## config.mk

```make
export PLATFORM = sky130hd
export DESIGN_NAME = bounded_array_table_engine_top_flat
export DESIGN_NICKNAME = d
export VERILOG_FILES = /design/src/sv/bate_pkg.sv /design/src/sv/bate_in_if.sv /design/src/sv/bate_out_if.sv /design/src/sv/bate_alu.sv /design/src/sv/bate_mem.sv /design/src/sv/bounded_array_table_engine_top.sv /design/src/flat_wrapper.sv
export SDC_FILE = /design/constraint.sdc
export NUM_CORES = 2
export LEC_CHECK = 0
export ABC_CLOCK_PERIOD_IN_PS = 17050
export BUFFER_PORTS_ARGS = -buffer_cell sky130_fd_sc_hd__buf_2
export CORE_ASPECT_RATIO = 1.25
export CORE_MARGIN = 1.5
export CORE_UTILIZATION = 40
export DETAILED_ROUTE_END_ITERATION = 12
export SETUP_SLACK_MARGIN = 0.5
export SLEW_MARGIN = 20
export SYNTH_ARGS = -nofsm -noshare
export SYNTH_HDL_FRONTEND = slang
export SYNTH_HIERARCHICAL = 1
export SYNTH_SLANG_ARGS = --single-unit
```

## constraint.sdc

```tcl
create_clock -name clk -period 17.05 [get_ports clk]
set_input_delay 1.705 -clock clk [delete_from_list [all_inputs] [get_ports clk]]
set_output_delay 1.705 -clock clk [all_outputs]
set_load 0.03 [all_outputs]
```

## src/sv/bate_pkg.sv

```systemverilog
// shared types and codes for the bounded array table engine
package bate_pkg;

  typedef enum logic [3:0] {
    OP_APPEND  = 4'd0,
    OP_INSERT  = 4'd1,
    OP_DELETE  = 4'd2,
    OP_SET     = 4'd3,
    OP_SEARCH  = 4'd4,
    OP_MIN     = 4'd5,
    OP_MAX     = 4'd6,
    OP_SUM     = 4'd7,
    OP_REVERSE = 4'd8,
    OP_LSHIFT  = 4'd9,
    OP_LROT    = 4'd10,
    OP_RSHIFT  = 4'd11,
    OP_RROT    = 4'd12
  } op_t;

  localparam logic [1:0] ST_OK       = 2'd0;
  localparam logic [1:0] ST_REJECT   = 2'd1;
  localparam logic [1:0] ST_EMPTY    = 2'd2;
  localparam logic [1:0] ST_NOTFOUND = 2'd3;

  localparam logic [6:0] CAP_RESET = 7'd64;

  typedef struct packed {
    logic signed [31:0] a;
    logic signed [31:0] b;
    logic               sub;
  } alu_req_t;

  typedef struct packed {
    logic signed [31:0] sum;
    logic               lt;
    logic               eq;
  } alu_res_t;

  typedef enum logic [16:0] {
    S_IDLE  = 17'b00000000000000001,
    S_START = 17'b00000000000000010,
    S_DCAP  = 17'b00000000000000100,
    S_MOD   = 17'b00000000000001000,
    S_MRD   = 17'b00000000000010000,
    S_MWR   = 17'b00000000000100000,
    S_FILL  = 17'b00000000001000000,
    S_SRD   = 17'b00000000010000000,
    S_SACC  = 17'b00000000100000000,
    S_BRD   = 17'b00000001000000000,
    S_BCMP  = 17'b00000010000000000,
    S_SEG   = 17'b00000100000000000,
    S_RA    = 17'b00001000000000000,
    S_RB    = 17'b00010000000000000,
    S_WA    = 17'b00100000000000000,
    S_WB    = 17'b01000000000000000,
    S_OUT   = 17'b10000000000000000
  } state_t;

endpackage

```

## src/sv/bate_in_if.sv

```systemverilog
// operation channel: valid, ready and one operation
interface bate_in_if;
  logic               valid;
  logic               ready;
  logic [3:0]         op;
  logic [6:0]         position;
  logic signed [31:0] value;
  logic [7:0]         amount;

  modport source (output valid, op, position, value, amount, input ready);
  modport sink (input valid, op, position, value, amount, output ready);
endinterface

```

## src/sv/bate_out_if.sv

```systemverilog
// result channel: valid, ready and one result
interface bate_out_if;
  logic               valid;
  logic               ready;
  logic [1:0]         status;
  logic signed [31:0] result_value;
  logic [6:0]         list_length;

  modport source (output valid, status, result_value, list_length, input ready);
  modport sink (input valid, status, result_value, list_length, output ready);
endinterface

```

## src/sv/bate_alu.sv

```systemverilog
// shared add, subtract and signed compare unit
module bate_alu (
  input  bate_pkg::alu_req_t req,
  output bate_pkg::alu_res_t res
);
  import bate_pkg::*;

  always_comb begin
    res.sum = req.sub ? (req.a - req.b) : (req.a + req.b);
    res.lt  = req.a < req.b;
    res.eq  = req.a == req.b;
  end
endmodule

```

## src/sv/bate_mem.sv

```systemverilog
// element store: one write port, one registered read port
module bate_mem #(
  parameter int DEPTH = 64,
  localparam int AW = (DEPTH > 1) ? $clog2(DEPTH) : 1
) (
  input  logic                 clk,
  input  logic                 we,
  input  logic [AW-1:0]        waddr,
  input  logic signed [31:0]   wdata,
  input  logic [AW-1:0]        raddr,
  output logic signed [31:0]   rdata
);
  logic signed [31:0] mem [DEPTH];

  always_ff @(posedge clk) begin
    if (we) begin
      mem[waddr] <= wdata;
    end
    rdata <= mem[raddr];
  end
endmodule

```

## src/sv/bounded_array_table_engine_top.sv

```systemverilog
// bounded array table engine: list of signed words under a one-port sequencer
// Operations arrive on in_ch (valid/ready); each transfer gives exactly one
// result on out_ch with status, result value and the list length afterwards.
// cfg_we/cfg_wdata write the capacity limit; write it only while idle.
// One operation at a time: in_ch.ready is high only while the sequencer idles.
// Each operation walks the sequencer states, with registered store reads:
//   append, set, rejects, empty cases: straight to the result state, the
//   result being registered; insert, delete, shifts: a read and a write
//   state per moved entry, then a fill state per cleared entry
//   min, max, sum: a read and an accumulate state per entry; search: a read
//   and a compare state per halving step; reverse: two reads and two writes
//   per swapped pair; rotations: repeated subtraction, then three reversals
// Reset (synchronous, active high) empties the list and sets the capacity
// limit to 64; the store itself is not cleared, entries past the length are
// never read.
// A stalled result holds on out_ch until taken; no new operation is accepted
// meanwhile.
module bounded_array_table_engine_top #(
  parameter int CAPACITY = 64
) (
  input  logic       clk,
  input  logic       rst,
  input  logic       cfg_we,
  input  logic [6:0] cfg_wdata,
  bate_in_if.sink    in_ch,
  bate_out_if.source out_ch
);
  import bate_pkg::*;

  localparam int AW = (CAPACITY > 1) ? $clog2(CAPACITY) : 1;

  state_t             state;
  logic [6:0]         count;
  logic [6:0]         cap;
  logic [6:0]         n_r;
  logic [3:0]         op_r;
  logic signed [31:0] val_r;
  logic [7:0]         i;
  logic [7:0]         off;
  logic               dir_up;
  logic [7:0]         cnt;
  logic [7:0]         fill_i;
  logic [7:0]         fill_cnt;
  logic signed [31:0] fillv;
  logic [7:0]         k;
  logic [7:0]         a;
  logic [7:0]         b;
  logic [1:0]         phase;
  logic signed [31:0] tmp;
  logic signed [8:0]  lo;
  logic signed [8:0]  hi;
  logic [1:0]         status_r;
  logic signed [31:0] res_r;

  logic [6:0]         lim;
  logic [7:0]         nn;
  logic [7:0]         nr8;
  logic [7:0]         ks;
  logic [7:0]         src;
  logic signed [9:0]  lh;
  logic signed [8:0]  mid;
  logic [7:0]         seg_a;
  logic [7:0]         seg_b;
  logic               accept;

  logic               we;
  logic [AW-1:0]      waddr;
  logic signed [31:0] wdata;
  logic [AW-1:0]      raddr;
  logic signed [31:0] rdata;
  alu_req_t           alu_req;
  alu_res_t           alu_res;

  bate_mem #(.DEPTH(CAPACITY)) u_mem (
    .clk   (clk),
    .we    (we),
    .waddr (waddr),
    .wdata (wdata),
    .raddr (raddr),
    .rdata (rdata)
  );

  bate_alu u_alu (
    .req (alu_req),
    .res (alu_res)
  );

  assign accept = in_ch.valid && in_ch.ready;
  assign lim = (CAPACITY > 127 || cap < 7'(CAPACITY)) ? cap : 7'(CAPACITY);
  assign nn  = {1'b0, count};
  assign nr8 = {1'b0, n_r};
  assign ks  = (in_ch.amount < nn) ? in_ch.amount : nn;
  assign src = dir_up ? (i + off) : (i - off);
  assign lh  = 10'(lo) + 10'(hi);
  assign mid = lh[9:1];

  // reversal segments for reverse and rotations
  always_comb begin
    seg_a = '0;
    seg_b = nr8 - 8'd1;
    if (op_r == OP_LROT) begin
      unique case (phase)
        2'd0: begin seg_a = '0; seg_b = k - 8'd1; end
        2'd1: begin seg_a = k;  seg_b = nr8 - 8'd1; end
        default: begin seg_a = '0; seg_b = nr8 - 8'd1; end
      endcase
    end else if (op_r == OP_RROT) begin
      unique case (phase)
        2'd0: begin seg_a = '0; seg_b = nr8 - 8'd1; end
        2'd1: begin seg_a = '0; seg_b = k - 8'd1; end
        default: begin seg_a = k; seg_b = nr8 - 8'd1; end
      endcase
    end
  end

  // store port and shared unit steering
  always_comb begin
    we      = 1'b0;
    waddr   = '0;
    wdata   = rdata;
    raddr   = '0;
    alu_req = '{a: rdata, b: res_r, sub: 1'b0};
    unique case (state)
      S_IDLE: begin
        raddr = AW'(in_ch.position);
        if (accept && in_ch.op == OP_APPEND && count < lim) begin
          we    = 1'b1;
          waddr = AW'(count);
          wdata = in_ch.value;
        end else if (accept && in_ch.op == OP_SET && in_ch.position < count) begin
          we    = 1'b1;
          waddr = AW'(in_ch.position);
          wdata = in_ch.value;
        end
      end
      S_MRD: raddr = AW'(src);
      S_MWR: begin
        we    = 1'b1;
        waddr = AW'(i);
      end
      S_FILL: begin
        we    = 1'b1;
        waddr = AW'(fill_i);
        wdata = fillv;
      end
      S_SRD: raddr = AW'(i);
      S_SACC: begin
        if (op_r == OP_MAX) begin
          alu_req = '{a: res_r, b: rdata, sub: 1'b0};
        end
      end
      S_BRD: raddr = AW'($unsigned(mid));
      S_BCMP: alu_req = '{a: rdata, b: val_r, sub: 1'b0};
      S_MOD: alu_req = '{a: 32'(k), b: 32'(n_r), sub: 1'b1};
      S_RA: raddr = AW'(a);
      S_RB: raddr = AW'(b);
      S_WA: begin
        we    = 1'b1;
        waddr = AW'(a);
      end
      S_WB: begin
        we    = 1'b1;
        waddr = AW'(b);
        wdata = tmp;
      end
      default: ;
    endcase
  end

  // sequencer
  always_ff @(posedge clk) begin
    if (rst) begin
      state <= S_IDLE;
      count <= '0;
      cap   <= CAP_RESET;
      phase <= '0;
    end else begin
      if (cfg_we) begin
        cap <= cfg_wdata;
      end
      unique case (state)
        S_IDLE: begin
          if (accept) begin
            status_r <= ST_OK;
            res_r    <= '0;
            n_r      <= count;
            op_r     <= in_ch.op;
            val_r    <= in_ch.value;
            fill_cnt <= '0;
            state    <= S_OUT;
            case (in_ch.op)
              OP_APPEND: begin
                if (count < lim) count <= count + 7'd1;
                else status_r <= ST_REJECT;
              end
              OP_INSERT: begin
                if (in_ch.position <= count && count < lim) begin
                  count    <= count + 7'd1;
                  i        <= nn;
                  off      <= 8'd1;
                  dir_up   <= 1'b0;
                  cnt      <= nn - {1'b0, in_ch.position};
                  fill_i   <= {1'b0, in_ch.position};
                  fill_cnt <= 8'd1;
                  fillv    <= in_ch.value;
                  state    <= S_START;
                end else begin
                  status_r <= ST_REJECT;
                end
              end
              OP_DELETE: begin
                if (in_ch.position < count) begin
                  count  <= count - 7'd1;
                  i      <= {1'b0, in_ch.position};
                  off    <= 8'd1;
                  dir_up <= 1'b1;
                  cnt    <= nn - {1'b0, in_ch.position} - 8'd1;
                  state  <= S_DCAP;
                end else begin
                  status_r <= ST_REJECT;
                end
              end
              OP_SET: begin
                if (in_ch.position >= count) status_r <= ST_REJECT;
              end
              OP_SEARCH: begin
                status_r <= ST_NOTFOUND;
                res_r    <= -32'sd1;
                lo       <= '0;
                hi       <= $signed({2'b00, count}) - 9'sd1;
                if (count != '0) state <= S_BRD;
              end
              OP_MIN, OP_MAX: begin
                i <= '0;
                if (count == '0) status_r <= ST_EMPTY;
                else state <= S_SRD;
              end
              OP_SUM: begin
                i <= '0;
                if (count != '0) state <= S_SRD;
              end
              OP_REVERSE: begin
                phase <= 2'd2;
                if (count > 7'd1) state <= S_SEG;
              end
              OP_LSHIFT: begin
                i        <= '0;
                off      <= ks;
                dir_up   <= 1'b1;
                cnt      <= nn - ks;
                fill_i   <= nn - ks;
                fill_cnt <= ks;
                fillv    <= '0;
                if (count != '0) state <= S_START;
              end
              OP_RSHIFT: begin
                i        <= nn - 8'd1;
                off      <= ks;
                dir_up   <= 1'b0;
                cnt      <= nn - ks;
                fill_i   <= '0;
                fill_cnt <= ks;
                fillv    <= '0;
                if (count != '0) state <= S_START;
              end
              OP_LROT, OP_RROT: begin
                k <= in_ch.amount;
                if (count != '0) state <= S_MOD;
              end
              default: status_r <= ST_REJECT;
            endcase
          end
        end
        S_DCAP: begin
          res_r <= rdata;
          state <= S_START;
        end
        S_START: begin
          if (cnt != '0) state <= S_MRD;
          else if (fill_cnt != '0) state <= S_FILL;
          else state <= S_OUT;
        end
        S_MRD: state <= S_MWR;
        S_MWR: begin
          i   <= dir_up ? (i + 8'd1) : (i - 8'd1);
          cnt <= cnt - 8'd1;
          if (cnt != 8'd1) state <= S_MRD;
          else if (fill_cnt != '0) state <= S_FILL;
          else state <= S_OUT;
        end
        S_FILL: begin
          fill_i   <= fill_i + 8'd1;
          fill_cnt <= fill_cnt - 8'd1;
          if (fill_cnt == 8'd1) state <= S_OUT;
        end
        S_SRD: state <= S_SACC;
        S_SACC: begin
          if (op_r == OP_SUM) res_r <= alu_res.sum;
          else if (i == '0 || alu_res.lt) res_r <= rdata;
          i <= i + 8'd1;
          if (i == nr8 - 8'd1) state <= S_OUT;
          else state <= S_SRD;
        end
        S_BRD: state <= S_BCMP;
        S_BCMP: begin
          if (alu_res.eq) begin
            status_r <= ST_OK;
            res_r    <= 32'(mid) + 32'sd1;
            state    <= S_OUT;
          end else if (alu_res.lt) begin
            lo <= mid + 9'sd1;
            if (mid + 9'sd1 > hi) state <= S_OUT;
            else state <= S_BRD;
          end else begin
            hi <= mid - 9'sd1;
            if (lo > mid - 9'sd1) state <= S_OUT;
            else state <= S_BRD;
          end
        end
        S_MOD: begin
          if (alu_res.lt) begin
            phase <= 2'd0;
            if (k == '0) state <= S_OUT;
            else state <= S_SEG;
          end else begin
            k <= alu_res.sum[7:0];
          end
        end
        S_SEG: begin
          if (seg_a < seg_b) begin
            a     <= seg_a;
            b     <= seg_b;
            state <= S_RA;
          end else if (phase == 2'd2) begin
            state <= S_OUT;
          end else begin
            phase <= phase + 2'd1;
          end
        end
        S_RA: state <= S_RB;
        S_RB: begin
          tmp   <= rdata;
          state <= S_WA;
        end
        S_WA: state <= S_WB;
        S_WB: begin
          a <= a + 8'd1;
          b <= b - 8'd1;
          if (a + 8'd1 < b - 8'd1) begin
            state <= S_RA;
          end else if (phase == 2'd2) begin
            state <= S_OUT;
          end else begin
            phase <= phase + 2'd1;
            state <= S_SEG;
          end
        end
        S_OUT: begin
          if (out_ch.ready) state <= S_IDLE;
        end
        default: state <= S_IDLE;
      endcase
    end
  end

  assign in_ch.ready         = (state == S_IDLE);
  assign out_ch.valid        = (state == S_OUT);
  assign out_ch.status       = status_r;
  assign out_ch.result_value = res_r;
  assign out_ch.list_length  = count;
endmodule

```

## src/flat_wrapper.sv

```systemverilog
// flat-port wrapper written by rule: the top's interface ports become plain ports
module bounded_array_table_engine_top_flat import bate_pkg::*;
#(
  parameter int CAPACITY = 64
)
  (clk, rst, cfg_we, cfg_wdata, in_ch_valid, in_ch_op, in_ch_position, in_ch_value, in_ch_amount, in_ch_ready, out_ch_valid, out_ch_status, out_ch_result_value, out_ch_list_length, out_ch_ready);
  bate_in_if in_ch_i ();
  bate_out_if out_ch_i ();
  input  logic clk;
  input  logic rst;
  input  logic cfg_we;
  input  logic [6:0] cfg_wdata;
  input wire logic [$bits(in_ch_i.valid)-1:0] in_ch_valid;
  input wire logic [$bits(in_ch_i.op)-1:0] in_ch_op;
  input wire logic [$bits(in_ch_i.position)-1:0] in_ch_position;
  input wire logic [$bits(in_ch_i.value)-1:0] in_ch_value;
  input wire logic [$bits(in_ch_i.amount)-1:0] in_ch_amount;
  output wire logic [$bits(in_ch_i.ready)-1:0] in_ch_ready;
  output wire logic [$bits(out_ch_i.valid)-1:0] out_ch_valid;
  output wire logic [$bits(out_ch_i.status)-1:0] out_ch_status;
  output wire logic [$bits(out_ch_i.result_value)-1:0] out_ch_result_value;
  output wire logic [$bits(out_ch_i.list_length)-1:0] out_ch_list_length;
  input wire logic [$bits(out_ch_i.ready)-1:0] out_ch_ready;
  assign in_ch_i.valid = in_ch_valid;
  assign in_ch_i.op = in_ch_op;
  assign in_ch_i.position = in_ch_position;
  assign in_ch_i.value = in_ch_value;
  assign in_ch_i.amount = in_ch_amount;
  assign in_ch_ready = in_ch_i.ready;
  assign out_ch_valid = out_ch_i.valid;
  assign out_ch_status = out_ch_i.status;
  assign out_ch_result_value = out_ch_i.result_value;
  assign out_ch_list_length = out_ch_i.list_length;
  assign out_ch_i.ready = out_ch_ready;
  bounded_array_table_engine_top #(.CAPACITY(CAPACITY)) u_core (.clk(clk), .rst(rst), .cfg_we(cfg_we), .cfg_wdata(cfg_wdata), .in_ch(in_ch_i), .out_ch(out_ch_i));
endmodule
```

After elaboration in Yosys (flattened, before gate mapping). Memory sizes are Yosys's and may differ from the RTL's. A register that Yosys moved wholly into a read port is not among the register bits. Cells that the tools add are included. Widths: inputs -> output; s select.

Flip-flop bits (word level): 255. Bits in writable memories: 2048. Input bits: 63. Logic and storage cells: 301. Memories: 1.

Add/sub/neg operators: 25. Magnitude comparators: 12. Equality and inequality tests: 64. Mux-type cells: 124. Bitwise operators: 1. Reductions and logical operators: 52.

Memories: u_core.u_mem.mem (depth 64, width 32, read ports 1, clocked after Yosys merged registers in 1, wr ports 1, RTL line bate_mem.sv:13) `logic signed [31:0] mem [DEPTH];`.

Operators by type and width (number): $mux 17 (25); $pmux 17 s17 (1); $mux 32 (9); $pmux 65 s3 (1); $mux 8 (24); $pmux 17 s8 (1); $pmux 32 s4 (1); $pmux 8 s2 (7); $pmux 32 s3 (1); $mux 9 (8); $pmux 8 s3 (3); $mux 65 (1); $pmux 32 s2 (1); $reduce_and 6->1 (8); $sub 8x1->8 const B (6); $pmux 6 s6 (1); $pmux 9 s2 (2); $add 32x32->32 (1); $eq 32x32->1 (1); $lt 32x32->1 (1); $pmux 8 s4 (1); $sub 32x32->32 (1); $mux 6 (5); $pmux 6 s5 (1); other kinds (82) (167).

Depth between registers and ports, before layout.
Depth after elaboration: 9. Mapped depth: 24.

Modules after synthesis. The synthesis kept the hierarchy.

Modules (own cells, without submodules): bate_mem (times used 1, cells an instance 3511, area each 79039.6 µm², sequential area each 62139.6 µm²); bounded_array_table_engine_top (times used 1, cells an instance 1865, area each 17456.7 µm², sequential area each 7267.0 µm²); bate_alu (times used 1, cells an instance 552, area each 3741.1 µm², sequential area each 0.0 µm²).

Worst setup path after synthesis. No wires, ideal clock.

Path type: register to register. Start: register u_core.state[0]. End: register u_core.res_r[0], in the netlist u_core/out_ch.result_value[0] (enable). Data arrival time: 6.795 ns. Data required time: 16.580 ns. Path slack: 9.785 ns. Cell stages (with the launch flop): 20. Buffers on the path: 3. Cells stage by stage: dfxtp_1 > nor4_4 > nand4_4 > or4_1 > nor3_2 > buf_2 > buf_2 > nand2_1 > o21ai_0 > ha_1 > buf_2 > a21oi_1 > o31ai_1 > a211o_1 > a31oi_1 > o21ai_0 > a221o_1 > o22ai_1 > a2111oi_0 > a211oi_1.

RTL lines: start, declared (RTL line bounded_array_table_engine_top.sv:32) `state_t state;`; start signal, assigned (RTL line bounded_array_table_engine_top.sv:173) `state <= S_IDLE;`; start signal, assigned (RTL line bounded_array_table_engine_top.sv:190) `state <= S_OUT;`; start signal, assigned (RTL line bounded_array_table_engine_top.sv:206) `state <= S_START;`; end signal, assigned (RTL line bounded_array_table_engine_top.sv:228) `res_r <= -32'sd1;`; end signal, assigned (RTL line bounded_array_table_engine_top.sv:275) `res_r <= rdata;`; end signal, assigned (RTL line bounded_array_table_engine_top.sv:298) `if (op_r == OP_SUM) res_r <= alu_res.sum;`; end, declared (RTL line bounded_array_table_engine_top.sv:53) `logic signed [31:0] res_r;`.

==> metrics.md <==
| Metric | Value |
|---|---|
| Outcome | `finished clean` |
| Max Cap Viol | `0` |
| Mapped Nets | `6160` |
| Area grow syn2layout | `12.5%` |
| Layout cells sized above 1 | `between 10% and 20%` |
| DRC viols | `0` |
| Setup_tns | `0 ns` |
| CTS Sinks | `2333` |
| Clock Tree Buf Depth | `3` |
| Part of the power in the clock network | `around 29%` |
| First-pass GRT wire length | `approximately 420000 um` |
| Startpoint types | `flop` |
| Largest net degree at the start of global routing | `around 110` |
| CTS Root Cell | `clkbuf_16` |
| # resized after CTS | `0` |
| Pwr/cell area | `149 mW/mm^2` |
| Final hold violation count | `0` |
| Worst Max-Slew Pin Slew | `about 1.2 ns` |
| Fill cells | `21472` |
| Critical path data arrival time | `7.81 ns` |
| Buf/Inv on CP | `4` |
| FF-to-FF setup slack | `a little under 10 ns` |
| GP Congestion | `just over 0.9` |
| Cells after synthesis | `5928` |
| Slowest-stage cell, CP | `or4_1` |
| Number of DRC markers in iteration 0 | `around 6700` |
| Net Sw Frac | `around a third` |
| HP Start | `u_core/cap[0]$_SDFFE_PP0P_` |
| Hold depth | `2` |
| Peak supply drop | `about 0.00010 V` |
| RSZ-0062 raised after global routing | `no` |
| HP Class | `flop to flop` |
| Ys flop type | `edfxtp_1` |
| Reg clk slew, reported paths | `around 0.060 ns` |
| Tot Pwr | `about 17 mW` |
| Routed vias | `~58000` |
| Yosys reg bits | `2333` |
| Setup Skew | `between 0.06 and 0.07 ns` |
| CP delay by family, top | `simple AND/OR/NAND/NOR gates` |
| Sequential element share of the synthesized area | `between 60% and 70%` |
| CP Cell Sequence | `nor4_4, nand4_4, or4_1, nor3_4, buf_4, nor3_2, buf_4, nand2_1, nand2_1, ha_1, fa_1, nor2b_1, o211ai_1, a31oi_2, a211oi_1, o21ba_2, nor3_1, o22ai_1, buf_4, a2111oi_0, a211oi_4, buf_4` |
| Min cycle time layout | `7.27 ns` |
| Row count | `205` |
| Mapped Avg Cell Area | `16.9 sq um` |
| Num CTS Buffers | `220` |
| Port Buffers | `105` |
| Grt total ovfl | `0` |
| Ports | `approximately 110` |
| Worst Path Required | `about 18 ns` |
| Final HPWL DP | `about 180000 um` |
| Max-slew violations | `0` |
| Max Fclk | `roughly 140 MHz` |
| TritonCTS clock tree | `done` |
| Sequential Power Share | `about 44%` |
| Final nets | `about 6300` |
| Final setup viols | `0` |
| Die Y | `between 500 and 600 um` |
| Synthesis warning total | `6` |
| Clock latency on the worst-skew pair | `~0.9 ns` |
| Crit-path max cell delay | `0.82 ns` |
| Pre-antenna DRT Iters | `9` |
| Combinational Power Share | `26.8%` |
| Number of global-route vias before repair | `57576` |
| Leak | `36.3 nW` |
| Total GRT Usage | `between 20% and 30%` |
| Synth async-reset ratio | `0%` |
| Internal power | `between 10 and 15 mW` |
| # Post-CTS Setup Buffers | `0` |
| Hold_buf cts | `0` |
| CP Capture Type | `flop` |
| WHS Endpoint | `u_core/cap[0]$_SDFFE_PP0P_` |
| Die X | `roughly 450 um` |
| Final period util | `42.7%` |
| Worst r2r path cells | `22` |
| Slew headroom | `22.4%` |
| Number of flops mapped to enable cells by yosys | `approximately 2300` |
| NetSw | `between 5 and 6 mW` |
| Crit Path Max Fanout | `90` |
| Syn Std Cell Area | `0.100 sq mm` |
| Reg-to-reg endpoint | `u_core/out_ch.result_value[0]$_DFFE_PP_` |
| Post-route ant nets | `0` |
| Synth cell types | `between 100 and 150` |
| Wirelength, routed | `between 200000 and 300000 um` |
| Initial antenna violation count | `19` |
| Initial Util | `just over 40%` |
| Reg2reg start | `u_core/state[0]$_SDFFE_PP1P_` |
| Critical path's most frequent cell | `buf_4` |
| H-tree depth | `4` |
| Kind of critical path | `flop to flop` |
| Core area | `~0.25 sq mm` |
| Detail-routed via count per cell | `roughly 6.0` |
| Routed WL per cell | `between 30 and 40 um` |
| Die area | `0.254 sq mm` |
cell families after synthesis:
group	count (synthesis)	share of synthesized area [%]
flip-flops	2333	69.2
AND/OR/NAND/NOR	1124	5.48
AO/OA/AOI/OAI	1016	7.30
multiplexers	682	12.4
buffers and inverters	482	2.36
adder cells (fa/ha/maj)	170	2.17
XOR/XNOR	121	1.06
worst max-delay path by stage:
stage               cells past startpoint                         start  slack [ns]                                  endpoint
floorplan                              19  u_core/state[0]$_SDFFE_PP1P_        9.78   u_core/out_ch.result_value[0]$_DFFE_PP_
global placement                       21  u_core/state[0]$_SDFFE_PP1P_        9.94  u_core/out_ch.result_value[25]$_DFFE_PP_
detailed placement                     22  u_core/state[0]$_SDFFE_PP1P_        9.84  u_core/out_ch.result_value[22]$_DFFE_PP_
CTS                                    22  u_core/state[0]$_SDFFE_PP1P_        9.77   u_core/out_ch.result_value[0]$_DFFE_PP_
global route                           22  u_core/state[0]$_SDFFE_PP1P_        9.33   u_core/out_ch.result_value[0]$_DFFE_PP_
finish                                 22  u_core/state[0]$_SDFFE_PP1P_        9.78   u_core/out_ch.result_value[0]$_DFFE_PP_
power groups by stage:
stage / clock network [mW] / logic (mW) / registers, mW
CTS: 5.01 / 4.49 / 7.38
finish: 4.93 / 4.50 / 7.39
global route: 5.21 / 4.74 / 7.39
detailed placement: 0 / 4.48 / 7.50
global placement: 0 / 4.43 / 7.50
floorplan: 0 / 2.73 / 7.42
routing by layer:
metal	global-route usage [%]	vias to the layer above	part of all wire, %	wire, um
li1	-	24402	-	-
met1	29.8	30221	39	115000
met2	38.7	2604	50	147000
met3	3.42	496	7.5	22000
met4	9.16	4	4.2	12300
met5	0	-	0.0081	24
area by class of cell:
class / instances / area (sq um) / share of cell area (%)
tap: 3312 / 4140 / 3.68
multi-input combinational: 3113 / 29300 / 25.9
clock buffer: 283 / 5840 / 5.18
clock inverter: 126 / 1430 / 1.27
antenna: 18 / 45.0 / 0.0400
inverter: 148 / 556 / 0.493
sequential: 2333 / 69400 / 61.6
timing repair buffer: 293 / 2060 / 1.82
cells in the final DEF, fill, tap and decap left out, drive strengths merged, types with 29 or more instances in the layout:
cell	instances
nand3	92
o211ai	35
a22oi	171
edfxtp	2268
nor2b	44
inv	151
clkbuf	283
xnor2	81
a222oi	50
clkinv	89
o21ai	158
xor2	40
mux2i	225
buf	293
mux4	446
nor4	38
nand2	382
a21o	30
nor3	71
nand2b	31
ha	162
and3	30
nor2	249
o221ai	29
a221o	30
a211oi	41
a31oi	35
and2	57
o22ai	58
a21oi	169
dfxtp	65
nand4	32
Yosys cell counts, drive strengths merged, types with 40 or more instances:
master	number	area (sq um)
a211oi	41	325
a21oi	169	865
a222oi	50	500
a22oi	171	1280
and2	57	357
buf	171	1200
clkbuf	163	614
dfxtp	65	1300
edfxtp	2268	68100
ha	162	2030
inv	145	544
mux2i	225	2250
mux4	446	10000
nand2	382	1430
nand3	92	460
nor2	249	940
nor2b	44	275
nor3	71	370
o21ai	158	791
o22ai	58	363
xnor2	81	709
xor2	40	350
per-stage QoR:
| step | cell area (sq um) | util [%] | hold WS, ns | instances | setup slack (ns) |
|---|---|---|---|---|---|
| 2_1_floorplan | 100000 | - | 0.452 | 5928 | 9.78 |
| 3_3_place_gp | 105000 | 42.2 | 0.468 | 9193 | 9.94 |
| 3_5_place_dp | 105000 | 42.3 | 0.481 | 9198 | 9.84 |
| 4_1_cts | 113000 | 45.2 | 0.497 | 9607 | 9.77 |
| 5_1_grt | 113000 | 45.2 | 0.513 | 9616 | 9.33 |
| 6_report | 113000 | 45.2 | 0.494 | 9626 | 9.78 |
registers in the layout (all words and copies together) (netlist names), 17 cells and up:
register                    cells
u_core/tmp                     32
u_core/u_mem/rdata             32
u_core/u_mem/mem             2048
u_core/out_ch.result_value     32
u_core/val_r                   32
u_core/state                   17
u_core/fillv                   32
worst min-delay path, stage by stage, from the launching register on:
cell and delay [ns]:
dfxtp_1 0.32, mux2i_1 0.06, nor2_1 0.07
Power figures use the tool's default switching activity.
